`src/hw/rtl/dpalu_pkg.sv`:
```
// Shared constants, codes and pipeline types for the data-processing ALU.
package dpalu_pkg;

  localparam int DATA_W = 32;
  localparam int OPC_W  = 4;
  localparam int COND_W = 4;
  localparam int FLAG_W = 4;
  localparam int STAT_W = 2;

  // NZCV bit positions
  localparam int FLAG_N = 3;
  localparam int FLAG_Z = 2;
  localparam int FLAG_C = 1;
  localparam int FLAG_V = 0;

  // opcodes
  localparam logic [OPC_W-1:0] OP_AND = 4'd0;
  localparam logic [OPC_W-1:0] OP_EOR = 4'd1;
  localparam logic [OPC_W-1:0] OP_SUB = 4'd2;
  localparam logic [OPC_W-1:0] OP_RSB = 4'd3;
  localparam logic [OPC_W-1:0] OP_ADD = 4'd4;
  localparam logic [OPC_W-1:0] OP_ADC = 4'd5;
  localparam logic [OPC_W-1:0] OP_SBC = 4'd6;
  localparam logic [OPC_W-1:0] OP_RSC = 4'd7;
  localparam logic [OPC_W-1:0] OP_TST = 4'd8;
  localparam logic [OPC_W-1:0] OP_TEQ = 4'd9;
  localparam logic [OPC_W-1:0] OP_CMP = 4'd10;
  localparam logic [OPC_W-1:0] OP_CMN = 4'd11;
  localparam logic [OPC_W-1:0] OP_ORR = 4'd12;
  localparam logic [OPC_W-1:0] OP_MOV = 4'd13;
  localparam logic [OPC_W-1:0] OP_BIC = 4'd14;
  localparam logic [OPC_W-1:0] OP_MVN = 4'd15;

  // condition codes
  localparam logic [COND_W-1:0] COND_EQ = 4'd0;
  localparam logic [COND_W-1:0] COND_NE = 4'd1;
  localparam logic [COND_W-1:0] COND_CS = 4'd2;
  localparam logic [COND_W-1:0] COND_CC = 4'd3;
  localparam logic [COND_W-1:0] COND_MI = 4'd4;
  localparam logic [COND_W-1:0] COND_PL = 4'd5;
  localparam logic [COND_W-1:0] COND_VS = 4'd6;
  localparam logic [COND_W-1:0] COND_VC = 4'd7;
  localparam logic [COND_W-1:0] COND_HI = 4'd8;
  localparam logic [COND_W-1:0] COND_LS = 4'd9;
  localparam logic [COND_W-1:0] COND_GE = 4'd10;
  localparam logic [COND_W-1:0] COND_LT = 4'd11;
  localparam logic [COND_W-1:0] COND_GT = 4'd12;
  localparam logic [COND_W-1:0] COND_LE = 4'd13;
  localparam logic [COND_W-1:0] COND_AL = 4'd14;
  localparam logic [COND_W-1:0] COND_NV = 4'd15;

  // status codes
  localparam logic [STAT_W-1:0] ST_SKIP = 2'd0;
  localparam logic [STAT_W-1:0] ST_OK   = 2'd1;
  localparam logic [STAT_W-1:0] ST_PC   = 2'd2;

  // control handed to the execute unit
  typedef struct packed {
    logic [OPC_W-1:0] kind;
    logic             arith;
    logic             cin;
  } alu_ctl_t;

  // decode -> execute stage
  typedef struct packed {
    logic              pass;
    logic              upd;
    logic              test;
    logic              pc;
    logic              sc;
    logic [FLAG_W-1:0] fin;
    alu_ctl_t          ctl;
    logic [DATA_W-1:0] opa;
    logic [DATA_W-1:0] opb;
    logic [DATA_W-1:0] add_a;
    logic [DATA_W-1:0] add_b;
  } s1_t;

  // execute -> flags stage
  typedef struct packed {
    logic              pass;
    logic              upd;
    logic              test;
    logic              pc;
    logic              sc;
    logic              arith;
    logic [FLAG_W-1:0] fin;
    logic [DATA_W-1:0] res;
    logic              c;
    logic              v;
  } s2_t;

endpackage

```
`src/hw/rtl/dpalu_if.sv`:
```
// Channel interfaces: instruction in, result out.
interface dpalu_in_if;
  logic                          valid;
  logic                          ready;
  logic [dpalu_pkg::OPC_W-1:0]   kind;
  logic [dpalu_pkg::COND_W-1:0]  cond;
  logic                          set_flags;
  logic [dpalu_pkg::DATA_W-1:0]  first_operand;
  logic [dpalu_pkg::DATA_W-1:0]  second_operand;
  logic                          shifter_carry;
  logic [dpalu_pkg::FLAG_W-1:0]  flags_in;
  logic                          dest_is_pc;

  modport source (
    output valid, kind, cond, set_flags, first_operand, second_operand,
           shifter_carry, flags_in, dest_is_pc,
    input  ready
  );
  modport sink (
    input  valid, kind, cond, set_flags, first_operand, second_operand,
           shifter_carry, flags_in, dest_is_pc,
    output ready
  );
endinterface

interface dpalu_out_if;
  logic                          valid;
  logic                          ready;
  logic [dpalu_pkg::DATA_W-1:0]  result;
  logic                          write_back;
  logic [dpalu_pkg::FLAG_W-1:0]  flags_out;
  logic [dpalu_pkg::STAT_W-1:0]  status;

  modport source (
    output valid, result, write_back, flags_out, status,
    input  ready
  );
  modport sink (
    input  valid, result, write_back, flags_out, status,
    output ready
  );
endinterface

```
`src/hw/rtl/dpalu_exec.sv`:
```
// Execute unit: 32-bit adder with carry/overflow and the logic operations.
module dpalu_exec (
  input  dpalu_pkg::alu_ctl_t          ctl,
  input  logic [dpalu_pkg::DATA_W-1:0] opa,
  input  logic [dpalu_pkg::DATA_W-1:0] opb,
  input  logic [dpalu_pkg::DATA_W-1:0] add_a,
  input  logic [dpalu_pkg::DATA_W-1:0] add_b,
  output logic [dpalu_pkg::DATA_W-1:0] res,
  output logic                         c,
  output logic                         v
);
  import dpalu_pkg::*;

  logic [DATA_W:0]   sum;
  logic [DATA_W-1:0] sum_lo;
  logic [DATA_W-1:0] log_res;

  assign sum    = {1'b0, add_a} + {1'b0, add_b} + {{DATA_W{1'b0}}, ctl.cin};
  assign sum_lo = sum[DATA_W-1:0];
  assign c      = sum[DATA_W];
  // signed overflow: both addends differ in sign from the sum
  assign v      = (add_a[DATA_W-1] ^ sum_lo[DATA_W-1]) & (add_b[DATA_W-1] ^ sum_lo[DATA_W-1]);

  always_comb begin
    unique case (ctl.kind)
      OP_AND, OP_TST: log_res = opa & opb;
      OP_EOR, OP_TEQ: log_res = opa ^ opb;
      OP_ORR:         log_res = opa | opb;
      OP_MOV:         log_res = opb;
      OP_BIC:         log_res = opa & ~opb;
      OP_MVN:         log_res = ~opb;
      default:        log_res = sum_lo;
    endcase
  end

  assign res = ctl.arith ? sum_lo : log_res;

endmodule

```
`src/hw/rtl/arm_data_processing_alu_unit.sv`:
```
// ARM data-processing ALU, three-stage pipeline with NZCV flag generation.
// An accepted transaction passes the decode, execute and flag registers to out_chan.
// Throughput: one transaction per cycle while out_chan is ready; the decode,
//   execute and flag stages hold one instruction each; a full one advances when the next frees.
// Reset (rst_n low, synchronous) empties all stages; payload is not cleared.
module arm_data_processing_alu_unit (
  input logic         clk,
  input logic         rst_n,
  dpalu_in_if.sink    in_chan,
  dpalu_out_if.source out_chan
);
  import dpalu_pkg::*;

  // --- stage occupancy and backpressure -------------------------------
  // Each stage takes new work when it is empty or its contents move on.
  logic v1_r, v2_r, v3_r;
  logic v1_nxt, v2_nxt, v3_nxt;
  logic rdy1, rdy2, rdy3;

  assign rdy3 = !v3_r || out_chan.ready;
  assign rdy2 = !v2_r || rdy3;
  assign rdy1 = !v1_r || rdy2;

  assign in_chan.ready = rdy1;

  assign v1_nxt = rdy1 ? in_chan.valid : v1_r;
  assign v2_nxt = rdy2 ? v1_r : v2_r;
  assign v3_nxt = rdy3 ? v2_r : v3_r;

  always_ff @(posedge clk) begin
    if (!rst_n) begin
      v1_r <= 1'b0;
      v2_r <= 1'b0;
      v3_r <= 1'b0;
    end else begin
      v1_r <= v1_nxt;
      v2_r <= v2_nxt;
      v3_r <= v3_nxt;
    end
  end

  // --- stage 1: condition check and operand steering ------------------
  logic fn, fz, fc, fv;
  logic pass;
  s1_t  s1_nxt, s1_r;

  assign fn = in_chan.flags_in[FLAG_N];
  assign fz = in_chan.flags_in[FLAG_Z];
  assign fc = in_chan.flags_in[FLAG_C];
  assign fv = in_chan.flags_in[FLAG_V];

  always_comb begin
    unique case (in_chan.cond)
      COND_EQ: pass = fz;
      COND_NE: pass = !fz;
      COND_CS: pass = fc;
      COND_CC: pass = !fc;
      COND_MI: pass = fn;
      COND_PL: pass = !fn;
      COND_VS: pass = fv;
      COND_VC: pass = !fv;
      COND_HI: pass = fc && !fz;
      COND_LS: pass = !fc || fz;
      COND_GE: pass = (fn == fv);
      COND_LT: pass = (fn != fv);
      COND_GT: pass = !fz && (fn == fv);
      COND_LE: pass = fz || (fn != fv);
      COND_AL: pass = 1'b1;
      COND_NV: pass = 1'b0;
    endcase
  end

  // Subtracts are a + ~b + carry-in; reverse forms swap the operands.
  // Carry-in is 1 for plain subtract, the C flag for the with-carry forms.
  always_comb begin
    s1_nxt.pass     = pass;
    s1_nxt.test     = (in_chan.kind == OP_TST) || (in_chan.kind == OP_TEQ) ||
                      (in_chan.kind == OP_CMP) || (in_chan.kind == OP_CMN);
    s1_nxt.upd      = in_chan.set_flags || s1_nxt.test;
    s1_nxt.pc       = in_chan.dest_is_pc;
    s1_nxt.sc       = in_chan.shifter_carry;
    s1_nxt.fin      = in_chan.flags_in;
    s1_nxt.ctl.kind = in_chan.kind;
    s1_nxt.opa      = in_chan.first_operand;
    s1_nxt.opb      = in_chan.second_operand;
    unique case (in_chan.kind)
      OP_SUB, OP_CMP: begin
        s1_nxt.ctl.arith = 1'b1;
        s1_nxt.ctl.cin   = 1'b1;
        s1_nxt.add_a     = in_chan.first_operand;
        s1_nxt.add_b     = ~in_chan.second_operand;
      end
      OP_RSB: begin
        s1_nxt.ctl.arith = 1'b1;
        s1_nxt.ctl.cin   = 1'b1;
        s1_nxt.add_a     = in_chan.second_operand;
        s1_nxt.add_b     = ~in_chan.first_operand;
      end
      OP_ADD, OP_CMN: begin
        s1_nxt.ctl.arith = 1'b1;
        s1_nxt.ctl.cin   = 1'b0;
        s1_nxt.add_a     = in_chan.first_operand;
        s1_nxt.add_b     = in_chan.second_operand;
      end
      OP_ADC: begin
        s1_nxt.ctl.arith = 1'b1;
        s1_nxt.ctl.cin   = fc;
        s1_nxt.add_a     = in_chan.first_operand;
        s1_nxt.add_b     = in_chan.second_operand;
      end
      OP_SBC: begin
        s1_nxt.ctl.arith = 1'b1;
        s1_nxt.ctl.cin   = fc;
        s1_nxt.add_a     = in_chan.first_operand;
        s1_nxt.add_b     = ~in_chan.second_operand;
      end
      OP_RSC: begin
        s1_nxt.ctl.arith = 1'b1;
        s1_nxt.ctl.cin   = fc;
        s1_nxt.add_a     = in_chan.second_operand;
        s1_nxt.add_b     = ~in_chan.first_operand;
      end
      default: begin
        // logic ops: adder idle
        s1_nxt.ctl.arith = 1'b0;
        s1_nxt.ctl.cin   = 1'b0;
        s1_nxt.add_a     = in_chan.first_operand;
        s1_nxt.add_b     = in_chan.second_operand;
      end
    endcase
  end

  always_ff @(posedge clk) begin
    if (rdy1 && in_chan.valid) begin
      s1_r <= s1_nxt;
    end
  end

  // --- stage 2: add / logic ------------------------------------------
  logic [DATA_W-1:0] ex_res;
  logic              ex_c, ex_v;
  s2_t               s2_nxt, s2_r;

  dpalu_exec u_exec (
    .ctl   (s1_r.ctl),
    .opa   (s1_r.opa),
    .opb   (s1_r.opb),
    .add_a (s1_r.add_a),
    .add_b (s1_r.add_b),
    .res   (ex_res),
    .c     (ex_c),
    .v     (ex_v)
  );

  always_comb begin
    s2_nxt.pass  = s1_r.pass;
    s2_nxt.upd   = s1_r.upd;
    s2_nxt.test  = s1_r.test;
    s2_nxt.pc    = s1_r.pc;
    s2_nxt.sc    = s1_r.sc;
    s2_nxt.arith = s1_r.ctl.arith;
    s2_nxt.fin   = s1_r.fin;
    s2_nxt.res   = ex_res;
    s2_nxt.c     = ex_c;
    s2_nxt.v     = ex_v;
  end

  always_ff @(posedge clk) begin
    if (rdy2 && v1_r) begin
      s2_r <= s2_nxt;
    end
  end

  // --- stage 3: flags, write-back, status; doubles as output register -
  // Logical ops take C from the shifter and keep V. A skipped instruction
  // gives a zero result with flags passed through untouched.
  logic [DATA_W-1:0] result_nxt, result_r;
  logic              wb_nxt, wb_r;
  logic [FLAG_W-1:0] flags_nxt, flags_r;
  logic [STAT_W-1:0] status_nxt, status_r;
  logic [FLAG_W-1:0] new_flags;

  always_comb begin
    new_flags[FLAG_N] = s2_r.res[DATA_W-1];
    new_flags[FLAG_Z] = (s2_r.res == '0);
    new_flags[FLAG_C] = s2_r.arith ? s2_r.c : s2_r.sc;
    new_flags[FLAG_V] = s2_r.arith ? s2_r.v : s2_r.fin[FLAG_V];
  end

  always_comb begin
    if (!s2_r.pass) begin
      result_nxt = '0;
      wb_nxt     = 1'b0;
      flags_nxt  = s2_r.fin;
      status_nxt = ST_SKIP;
    end else begin
      result_nxt = s2_r.res;
      wb_nxt     = !s2_r.test;
      flags_nxt  = s2_r.upd ? new_flags : s2_r.fin;
      status_nxt = (!s2_r.test && s2_r.pc) ? ST_PC : ST_OK;
    end
  end

  always_ff @(posedge clk) begin
    if (rdy3 && v2_r) begin
      result_r <= result_nxt;
      wb_r     <= wb_nxt;
      flags_r  <= flags_nxt;
      status_r <= status_nxt;
    end
  end

  assign out_chan.valid      = v3_r;
  assign out_chan.result     = result_r;
  assign out_chan.write_back = wb_r;
  assign out_chan.flags_out  = flags_r;
  assign out_chan.status     = status_r;

endmodule

```
`src/flat_wrapper.sv`:
```
// flat-port wrapper written by rule: the top's interface ports become plain ports
module arm_data_processing_alu_unit_flat import dpalu_pkg::*;
  (clk, rst_n, in_chan_valid, in_chan_kind, in_chan_cond, in_chan_set_flags, in_chan_first_operand, in_chan_second_operand, in_chan_shifter_carry, in_chan_flags_in, in_chan_dest_is_pc, in_chan_ready, out_chan_valid, out_chan_result, out_chan_write_back, out_chan_flags_out, out_chan_status, out_chan_ready);
  dpalu_in_if in_chan_i ();
  dpalu_out_if out_chan_i ();
  input logic clk;
  input logic rst_n;
  input wire logic [$bits(in_chan_i.valid)-1:0] in_chan_valid;
  input wire logic [$bits(in_chan_i.kind)-1:0] in_chan_kind;
  input wire logic [$bits(in_chan_i.cond)-1:0] in_chan_cond;
  input wire logic [$bits(in_chan_i.set_flags)-1:0] in_chan_set_flags;
  input wire logic [$bits(in_chan_i.first_operand)-1:0] in_chan_first_operand;
  input wire logic [$bits(in_chan_i.second_operand)-1:0] in_chan_second_operand;
  input wire logic [$bits(in_chan_i.shifter_carry)-1:0] in_chan_shifter_carry;
  input wire logic [$bits(in_chan_i.flags_in)-1:0] in_chan_flags_in;
  input wire logic [$bits(in_chan_i.dest_is_pc)-1:0] in_chan_dest_is_pc;
  output wire logic [$bits(in_chan_i.ready)-1:0] in_chan_ready;
  output wire logic [$bits(out_chan_i.valid)-1:0] out_chan_valid;
  output wire logic [$bits(out_chan_i.result)-1:0] out_chan_result;
  output wire logic [$bits(out_chan_i.write_back)-1:0] out_chan_write_back;
  output wire logic [$bits(out_chan_i.flags_out)-1:0] out_chan_flags_out;
  output wire logic [$bits(out_chan_i.status)-1:0] out_chan_status;
  input wire logic [$bits(out_chan_i.ready)-1:0] out_chan_ready;
  assign in_chan_i.valid = in_chan_valid;
  assign in_chan_i.kind = in_chan_kind;
  assign in_chan_i.cond = in_chan_cond;
  assign in_chan_i.set_flags = in_chan_set_flags;
  assign in_chan_i.first_operand = in_chan_first_operand;
  assign in_chan_i.second_operand = in_chan_second_operand;
  assign in_chan_i.shifter_carry = in_chan_shifter_carry;
  assign in_chan_i.flags_in = in_chan_flags_in;
  assign in_chan_i.dest_is_pc = in_chan_dest_is_pc;
  assign in_chan_ready = in_chan_i.ready;
  assign out_chan_valid = out_chan_i.valid;
  assign out_chan_result = out_chan_i.result;
  assign out_chan_write_back = out_chan_i.write_back;
  assign out_chan_flags_out = out_chan_i.flags_out;
  assign out_chan_status = out_chan_i.status;
  assign out_chan_i.ready = out_chan_ready;
  arm_data_processing_alu_unit u_core (.clk(clk), .rst_n(rst_n), .in_chan(in_chan_i), .out_chan(out_chan_i));
endmodule
```
`config.mk`:
```
export PLATFORM = sky130hd
export DESIGN_NAME = arm_data_processing_alu_unit_flat
export DESIGN_NICKNAME = d
export VERILOG_FILES = /design/src/hw/rtl/dpalu_pkg.sv /design/src/hw/rtl/dpalu_if.sv /design/src/hw/rtl/dpalu_exec.sv /design/src/hw/rtl/arm_data_processing_alu_unit.sv /design/src/flat_wrapper.sv
export SDC_FILE = /design/constraint.sdc
export NUM_CORES = 1
export LEC_CHECK = 0
export ABC_AREA = 1
export BUFFER_PORTS_ARGS = -buffer_cell sky130_fd_sc_hd__buf_2
export CAP_MARGIN = 5
export CORE_MARGIN = 2
export CORE_UTILIZATION = 46
export DETAILED_ROUTE_END_ITERATION = 10
export SLEW_MARGIN = 20
export SYNTH_ARGS = -nofsm -noshare
export SYNTH_HDL_FRONTEND = slang
export SYNTH_HIERARCHICAL = 1
export SYNTH_SLANG_ARGS = --single-unit
```
`constraint.sdc`:
```
create_clock -name clk -period 4.8 [get_ports clk]
set_input_delay 0.72 -clock clk [delete_from_list [all_inputs] [get_ports clk]]
set_output_delay 0.72 -clock clk [all_outputs]
set_load 0.005 [all_outputs]
```
==> results.py, run 1 <==
metrics = {
    "finish": {
        "multi_input_area_um2": 5180,
        "mostFrequentLayoutCells": "nand2_1, inv_1, edfxtp_1",
        "final_common_cell": "nand2_1",
        "area_growth_pct": 13.4,
        "final_nets": 1789,
        "register_area_um2": 6850,
        "drive_gt1_frac": 0.134,
        "fillCellCount": 2694,
        "antenna_cells": 0,
        "fin_util": 0.528,
    },
    "synthesis": {
        "ys_ff_latch": 229,
        "yosysSeqAreaShare": 0.514,
        "syn-num-nets": 1672,
        "synthDistinctLibCells": 46,
        "netlist_area_um2": 13300,
        "avgSynthCellArea_um2": 8.75,
        "syn_inst": 1524,
        "yosysWarnings": 6,
    },
    "timing": {
        "finalClockSkew_ps": 14.0,
        "setup_violations": 0,
        "finalHoldViolCount": 0,
        "slew-limit-headroom": 0.338,
        "maxSlewViolCount": 0,
        "worst_pin_slew_ps": 993,
        "period_minus_slack_ps": 2900,
        "rsz0062_at_grt": "no",
        "fin_tns_setup_ps": 0,
        "period_share": 0.605,
        "fmax_mhz": 344,
    },
    "detailed_routing": {
        "drtIter0Drc": 730,
        "route.detailed.drc": 0,
        "first_pass_iters": 5,
        "ant_nets": 0,
        "routed_wl_mm": 33.7,
        "via_count": 10536,
        "viasPerCell": 5.16,
        "wl_per_cell_um": 16.5,
    },
    "grt": {
        "grt_max_degree": 74,
        "grt-ovfl-total": 0,
        "antenna_found_initial": 1,
        "grt_pass1_wl_mm": 52.6,
        "grt_pass1_vias": 9962,
        "grt_usage": 0.220,
    },
    "clocking": {
        "post_cts_resized": 0,
        "clk_pin_slew_ps": 60,
        "h-tree-depth": 1,
        "cts_buffers": 26,
        "cts_hold_buf": 0,
        "post-cts-setup-buffer-count": 0,
        "clock_latency_ps": 540,
        "root_buffer": "clkbuf_16",
        "clkSinkCount": 229,
        "cts_tree": "yes",
        "clk_path_buf_depth": 3,
    },
    "power_and_ir_drop": {
        "powerDensity_nw_per_um2": 343,
        "ir_drop_mv": 0.267,
        "leakage_uw": 0.00709,
    },
    "floorplan": {
        "chipHeight_um": 174,
        "die_area_um2": 30400,
        "die_width_um": 174,
        "num_rows": 62,
        "design.core.area_um2": 28600,
        "io_pins": 124,
        "initial_core_util": 0.466,
    },
    "critical_path": {
        "start_kind": "flop",
        "path_buf_inv": 1,
        "cp_max_fo": 32,
        "crit_family": "simple AND/OR/NAND/NOR gates",
        "cp_cell_sequence": "inv_2 -> nand3_2 -> o21ai_0 -> nor4_1 -> a21oi_1",
        "crit_slowest_cell": "nand3_2",
        "crit_type": "reg -> reg",
        "reg2reg_depth": 5,
        "required_ps": 5130,
        "r2r-end": "u_core/s2_r[19]$_DFFE_PP_",
        "max_stage_delay_ps": 820,
        "ff2ff_setup_slack_ps": 1900,
        "crit_arrival_ps": 3230,
        "endpoint_kind": "flop",
        "r2r_start": "u_core/s1_r[130]$_DFFE_PP_",
    },
    "placed_design": {
        "io_buffers": 123,
        "dp_hpwl_mm": 24.8,
        "gp_congestion": 0.920,
    },
    "worst_hold_path": {
        "hold_depth": 1,
        "holdCritPathClass": "in -> reg",
        "hold_end": "u_core/s1_r[139]$_DFFE_PP_",
        "hp-start": "in_chan_dest_is_pc",
    },
    "job": {
        "max_cap_viol_count": 0,
    },
    "status": {
        "run_status": "finished clean",
    },
}
area by class of cell:
| class | count | share of cell area |
|---|---|---|
| multi-input cells | 962 | 0.342 |
| well taps | 384 | 0.0318 |
| inverters | 289 | 0.0722 |
| clock buffers | 31 | 0.0443 |
| flip-flops and latches | 229 | 0.453 |
| clock inverters | 13 | 0.00853 |
| repair buffers | 133 | 0.0478 |
kinds of logic (layout without fill, tap and decap cells):
| kind of cell | after synthesis | in the layout | share of synthesized area |
|---|---|---|---|
| AOI/OAI and AO/OA | 234 | 234 | 0.115 |
| xor gates and xnor gates | 8 | 8 | 0.00526 |
| adders and majority gates | 65 | 65 | 0.0621 |
| buffers and inverters | 333 | 466 | 0.0996 |
| DFF | 229 | 229 | 0.514 |
| muxes | 2 | 2 | 0.00160 |
| and+or+nand+nor | 653 | 653 | 0.203 |
worst max path at each step:
stage | cells past startpoint | endpoint | startpoint | slack, ps
2_1_floorplan | 6 | u_core/s1_r[0]$_DFFE_PP_ | out_chan_ready | 490
3_3_place_gp | 5 | u_core/s1_r[52]$_DFFE_PP_ | in_chan_kind[3] | 1990
3_5_place_dp | 5 | u_core/s1_r[51]$_DFFE_PP_ | in_chan_kind[3] | 1860
4_1_cts | 11 | u_core/s2_r[30]$_DFFE_PP_ | u_core/s1_r[128]$_DFFE_PP_ | 1920
5_1_grt | 11 | u_core/s2_r[30]$_DFFE_PP_ | u_core/s1_r[128]$_DFFE_PP_ | 1750
6_report | 5 | u_core/s2_r[19]$_DFFE_PP_ | u_core/s1_r[130]$_DFFE_PP_ | 1900
power breakdown:
part / switching [uW] / internal, uW / total (uW)
registers: 68.2 / 2370 / 2430
logic: 589 / 288 / 877
clock network: 779 / 1100 / 1880
cells in the mapped netlist, drive strengths merged:
master,n,area share
a211o,1,0.00066
a211oi,11,0.0062
a21o,2,0.0011
a21oi,49,0.019
a221oi,2,0.0013
a22oi,1,0.00056
a31oi,12,0.0056
a32oi,1,0.00066
and2,3,0.0014
buf,29,0.014
clkbuf,15,0.0044
dfxtp,3,0.0045
edfxtp,226,0.51
fa,2,0.0030
ha,63,0.059
inv,289,0.081
mux2,1,0.00084
mux2i,1,0.00075
nand2,457,0.13
nand3,87,0.034
nand4,9,0.0042
nor2,79,0.025
nor3,8,0.0030
nor4,9,0.0042
o2111ai,16,0.011
o211ai,36,0.028
o21a,2,0.0011
o21ai,88,0.033
o21bai,3,0.0017
o221ai,9,0.0059
o22ai,1,0.00047
or2,1,0.00047
xnor2,1,0.00066
xor2,7,0.0046
metal layers:
metal | vias up | wire (um) | GRT usage
met5 | - | 0 | 0
met4 | 0 | 818 | 0.0651
met3 | 66 | 2400 | 0.0339
met2 | 355 | 15500 | 0.360
met1 | 4825 | 15100 | 0.303
li1 | 5290 | - | -
sequential cells by signal (all words and copies together) (netlist names):
register                    flops
u_core/new_flags                1
u_core/out_chan.flags_out       4
u_core/out_chan.result         32
u_core/out_chan.status          2
u_core/out_chan.valid           1
u_core/out_chan.write_back      1
u_core/s1_r                   143
u_core/s2_r                    43
u_core/v1_r                     1
u_core/v2_r                     1
metrics by stage:
stage	setup WS, ps	area, um2	power, uW	instances	hold slack [ps]
6_report	1900	15100	5190	2041	358
5_1_grt	1750	15100	5430	2041	339
4_1_cts	1920	15100	5230	2040	337
3_5_place_dp	1860	14300	3340	1996	405
3_3_place_gp	1990	14300	3330	1996	402
2_1_floorplan	493	13300	3040	1524	400
(Power assumes the default switching activity.)
==> run 2: changes to the inputs <==
Settings changed: ABC_AREA 1 to 0, PLACE_DENSITY from default to 0.67.
Clock period 4.8 ns to 2.5 ns, I/O delays scaled along.
==> run 2 against run 1 <==
  * The run now ends with negative setup slack left
  * Flip-flop and latch count is the same
  * Clock skew grew 0.78 ps
  * Synthesized area shrank 6.4%
  * Power grew 110%
  * Final cell count shrank 22%
  * Via count shrank 14%
  * Largest cell class unchanged
==> results.py, run 2 <==
metrics = {
    "status": {
        "run_status": "finished with violations",
        "violations": "negative setup slack",
    },
    "detailed_routing": {
        "routed_wl_mm": 31.0,
        "viasPerCell": 5.73,
        "drtIter0Drc": 788,
        "route.detailed.drc": 0,
        "via_count": 9092,
        "first_pass_iters": 5,
        "wl_per_cell_um": 19.5,
        "ant_nets": 0,
    },
    "grt": {
        "grt_pass1_wl_mm": 48.2,
        "grt_usage": 0.216,
        "grt_pass1_vias": 8725,
        "grt-ovfl-total": 0,
        "grt_max_degree": 65,
        "antenna_found_initial": 0,
    },
    "finish": {
        "fillCellCount": 2272,
        "multi_input_area_um2": 5350,
        "largest_reg_flops": 143,
        "final_common_cell": "edfxtp_1",
        "drive_gt1_frac": 0.265,
        "area_growth_pct": 20.5,
        "register_area_um2": 6850,
        "top_register": "u_core/s1_r",
        "fin_util": 0.561,
        "final_nets": 1377,
        "mostFrequentLayoutCells": "edfxtp_1, buf_2, buf_4",
        "antenna_cells": 0,
    },
    "critical_path": {
        "crit_arrival_ps": 2990,
        "crit_type": "reg -> reg",
        "endpoint_kind": "flop",
        "start_kind": "flop",
        "cp_max_fo": 3,
        "required_ps": 2760,
        "reg2reg_depth": 10,
    },
    "timing": {
        "maxSlewViolCount": 0,
        "period_minus_slack_ps": 2730,
        "worst_pin_slew_ps": 746,
        "finalHoldViolCount": 0,
        "fmax_mhz": 366,
        "setup_violations": 20,
        "fin_ws_ps": -230,
        "rsz0062_at_grt": "yes",
        "finalClockSkew_ps": 14.8,
        "period_share": 1.09,
        "slew-limit-headroom": 0.503,
    },
    "floorplan": {
        "io_pins": 124,
        "design.core.area_um2": 26800,
        "die_width_um": 169,
        "chipHeight_um": 169,
        "initial_core_util": 0.466,
        "num_rows": 60,
        "die_area_um2": 28500,
    },
    "power_and_ir_drop": {
        "leakage_uw": 0.00633,
        "total_power_uw": 10800,
        "powerDensity_nw_per_um2": 719,
        "ir_drop_mv": 0.499,
    },
    "worst_hold_path": {
        "holdCritPathClass": "in -> reg",
        "hold_depth": 1,
    },
    "synthesis": {
        "ys_ff_latch": 229,
        "yosysSeqAreaShare": 0.549,
        "netlist_area_um2": 12500,
        "yosys.area.top_type_share": 0.544,
        "synth_common_cells": "edfxtp_1, inv_1, a21oi_1, a21o_1, ha_1",
        "ys_top_cells_by_area": "edfxtp_1, ha_1, a21o_1",
        "synth_area_leader_cell": "edfxtp_1",
        "avgSynthCellArea_um2": 11.9,
        "synth_edf_count": 226,
        "syn-num-nets": 1196,
        "async_reset_ff_frac": 0,
        "ys.flop_type": "edfxtp_1",
        "syn_inst": 1048,
        "yosysMostFrequentCell": "edfxtp_1",
        "yosysWarnings": 6,
        "synthDistinctLibCells": 67,
    },
    "job": {
        "max_cap_viol_count": 0,
    },
    "clocking": {
        "clkSinkCount": 229,
        "cts_hold_buf": 0,
        "cts_tree": "yes",
        "cts_buffers": 26,
        "clk_path_buf_depth": 3,
        "clock_latency_ps": 530,
        "h-tree-depth": 1,
        "root_buffer": "clkbuf_16",
        "clk_pin_slew_ps": 60,
    },
    "placed_design": {
        "gp_congestion": 0.926,
        "io_buffers": 123,
        "dp_hpwl_mm": 22.1,
    },
}
## run 2: changes by cell type after synthesis, moves of 14 or more
cell,change
nand2_1,-397
inv_1,-211
nand3_1,-70
a21o_1,+62
and2_1,+38
o22ai_1,+33
nor2_1,-29
mux2_4,+28
o21ai_0,-26
xor2_1,+21
o211ai_2,-20
a21oi_1,+18
clkbuf_1,+17
o2111ai_1,-14
## run 2: cells by family after synthesis
logic type / synth area share
AOI/OAI and AO/OA: 0.182
DFF: 0.549
and+or+nand+nor: 0.0869
buffers and inverters: 0.0443
adders and majority gates: 0.0664
muxes: 0.0455
xor gates and xnor gates: 0.0267
## run 2: power by group
part	leakage [uW]	internal, uW	switching [uW]
Sequential	0.00221	4650	175
Combinational	0.00372	1050	1360
Clock	0.000395	2100	1480
## run 2: area by class of cell
type / count / area share
repair buffers: 206 / 0.0893
inverters: 71 / 0.0177
multi-input cells: 695 / 0.356
well taps: 341 / 0.0284
clock inverters: 16 / 0.00907
flip-flops and latches: 229 / 0.455
clock buffers: 30 / 0.0443
## run 2: final timing paths
kind / start / endpoint / slack (ps)
worst max register to register: u_core/s1_r[128]$_DFFE_PP_ / u_core/s2_r[31]$_DFFE_PP_ / -230
worst min register to register: u_core/s1_r[134]$_DFFE_PP_ / u_core/s2_r[34]$_DFFE_PP_ / 410
worst min-delay path: in_chan_shifter_carry / u_core/s1_r[138]$_DFFE_PP_ / 30
worst max-delay path: u_core/s1_r[128]$_DFFE_PP_ / u_core/s2_r[31]$_DFFE_PP_ / -230
## run 2: stage by stage
| stage | setup TNS [ps] | setup WS, ps | instances | hold WS, ps | cell area, um2 |
|---|---|---|---|---|---|
| final | -2630 | -230 | 1588 | 26.7 | 15000 |
| after global placement | -2620 | -298 | 1540 | 403 | 14000 |
| after floorplan | -156710 | -885 | 1048 | 400 | 12500 |
| after CTS | -1890 | -272 | 1588 | 8.32 | 14900 |
| after global routing | -4730 | -336 | 1588 | 7.29 | 15000 |
| after detailed placement | -3000 | -321 | 1540 | 405 | 14000 |
## run 2: worst max-delay path, stage by stage (launching register included)
cell and delay (ps):
edfxtp_1 400, fa_2 420, buf_4 140, a21o_1 160
nand4_1 200, a21oi_2 110, o21ai_2 230, a21oi_2 120
or2_4 270, a2111oi_4 360, a221oi_2 60
## run 2: what timing repair did
| action | in CTS | in global routing |
|---|---|---|
| pin swaps | 25 | 27 |
| setup buffers | 4 | 3 |
| gates resized for setup | 21 | 21 |
| setup endpoints to repair | 23 | 25 |
## run 2: per-layer routing
metal	vias up	GRT usage	share of wire
li1	4355	-	-
met1	4351	0.311	0.45
met2	324	0.349	0.46
met3	62	0.0271	0.066
met4	0	0.0570	0.024
met5	-	0	0
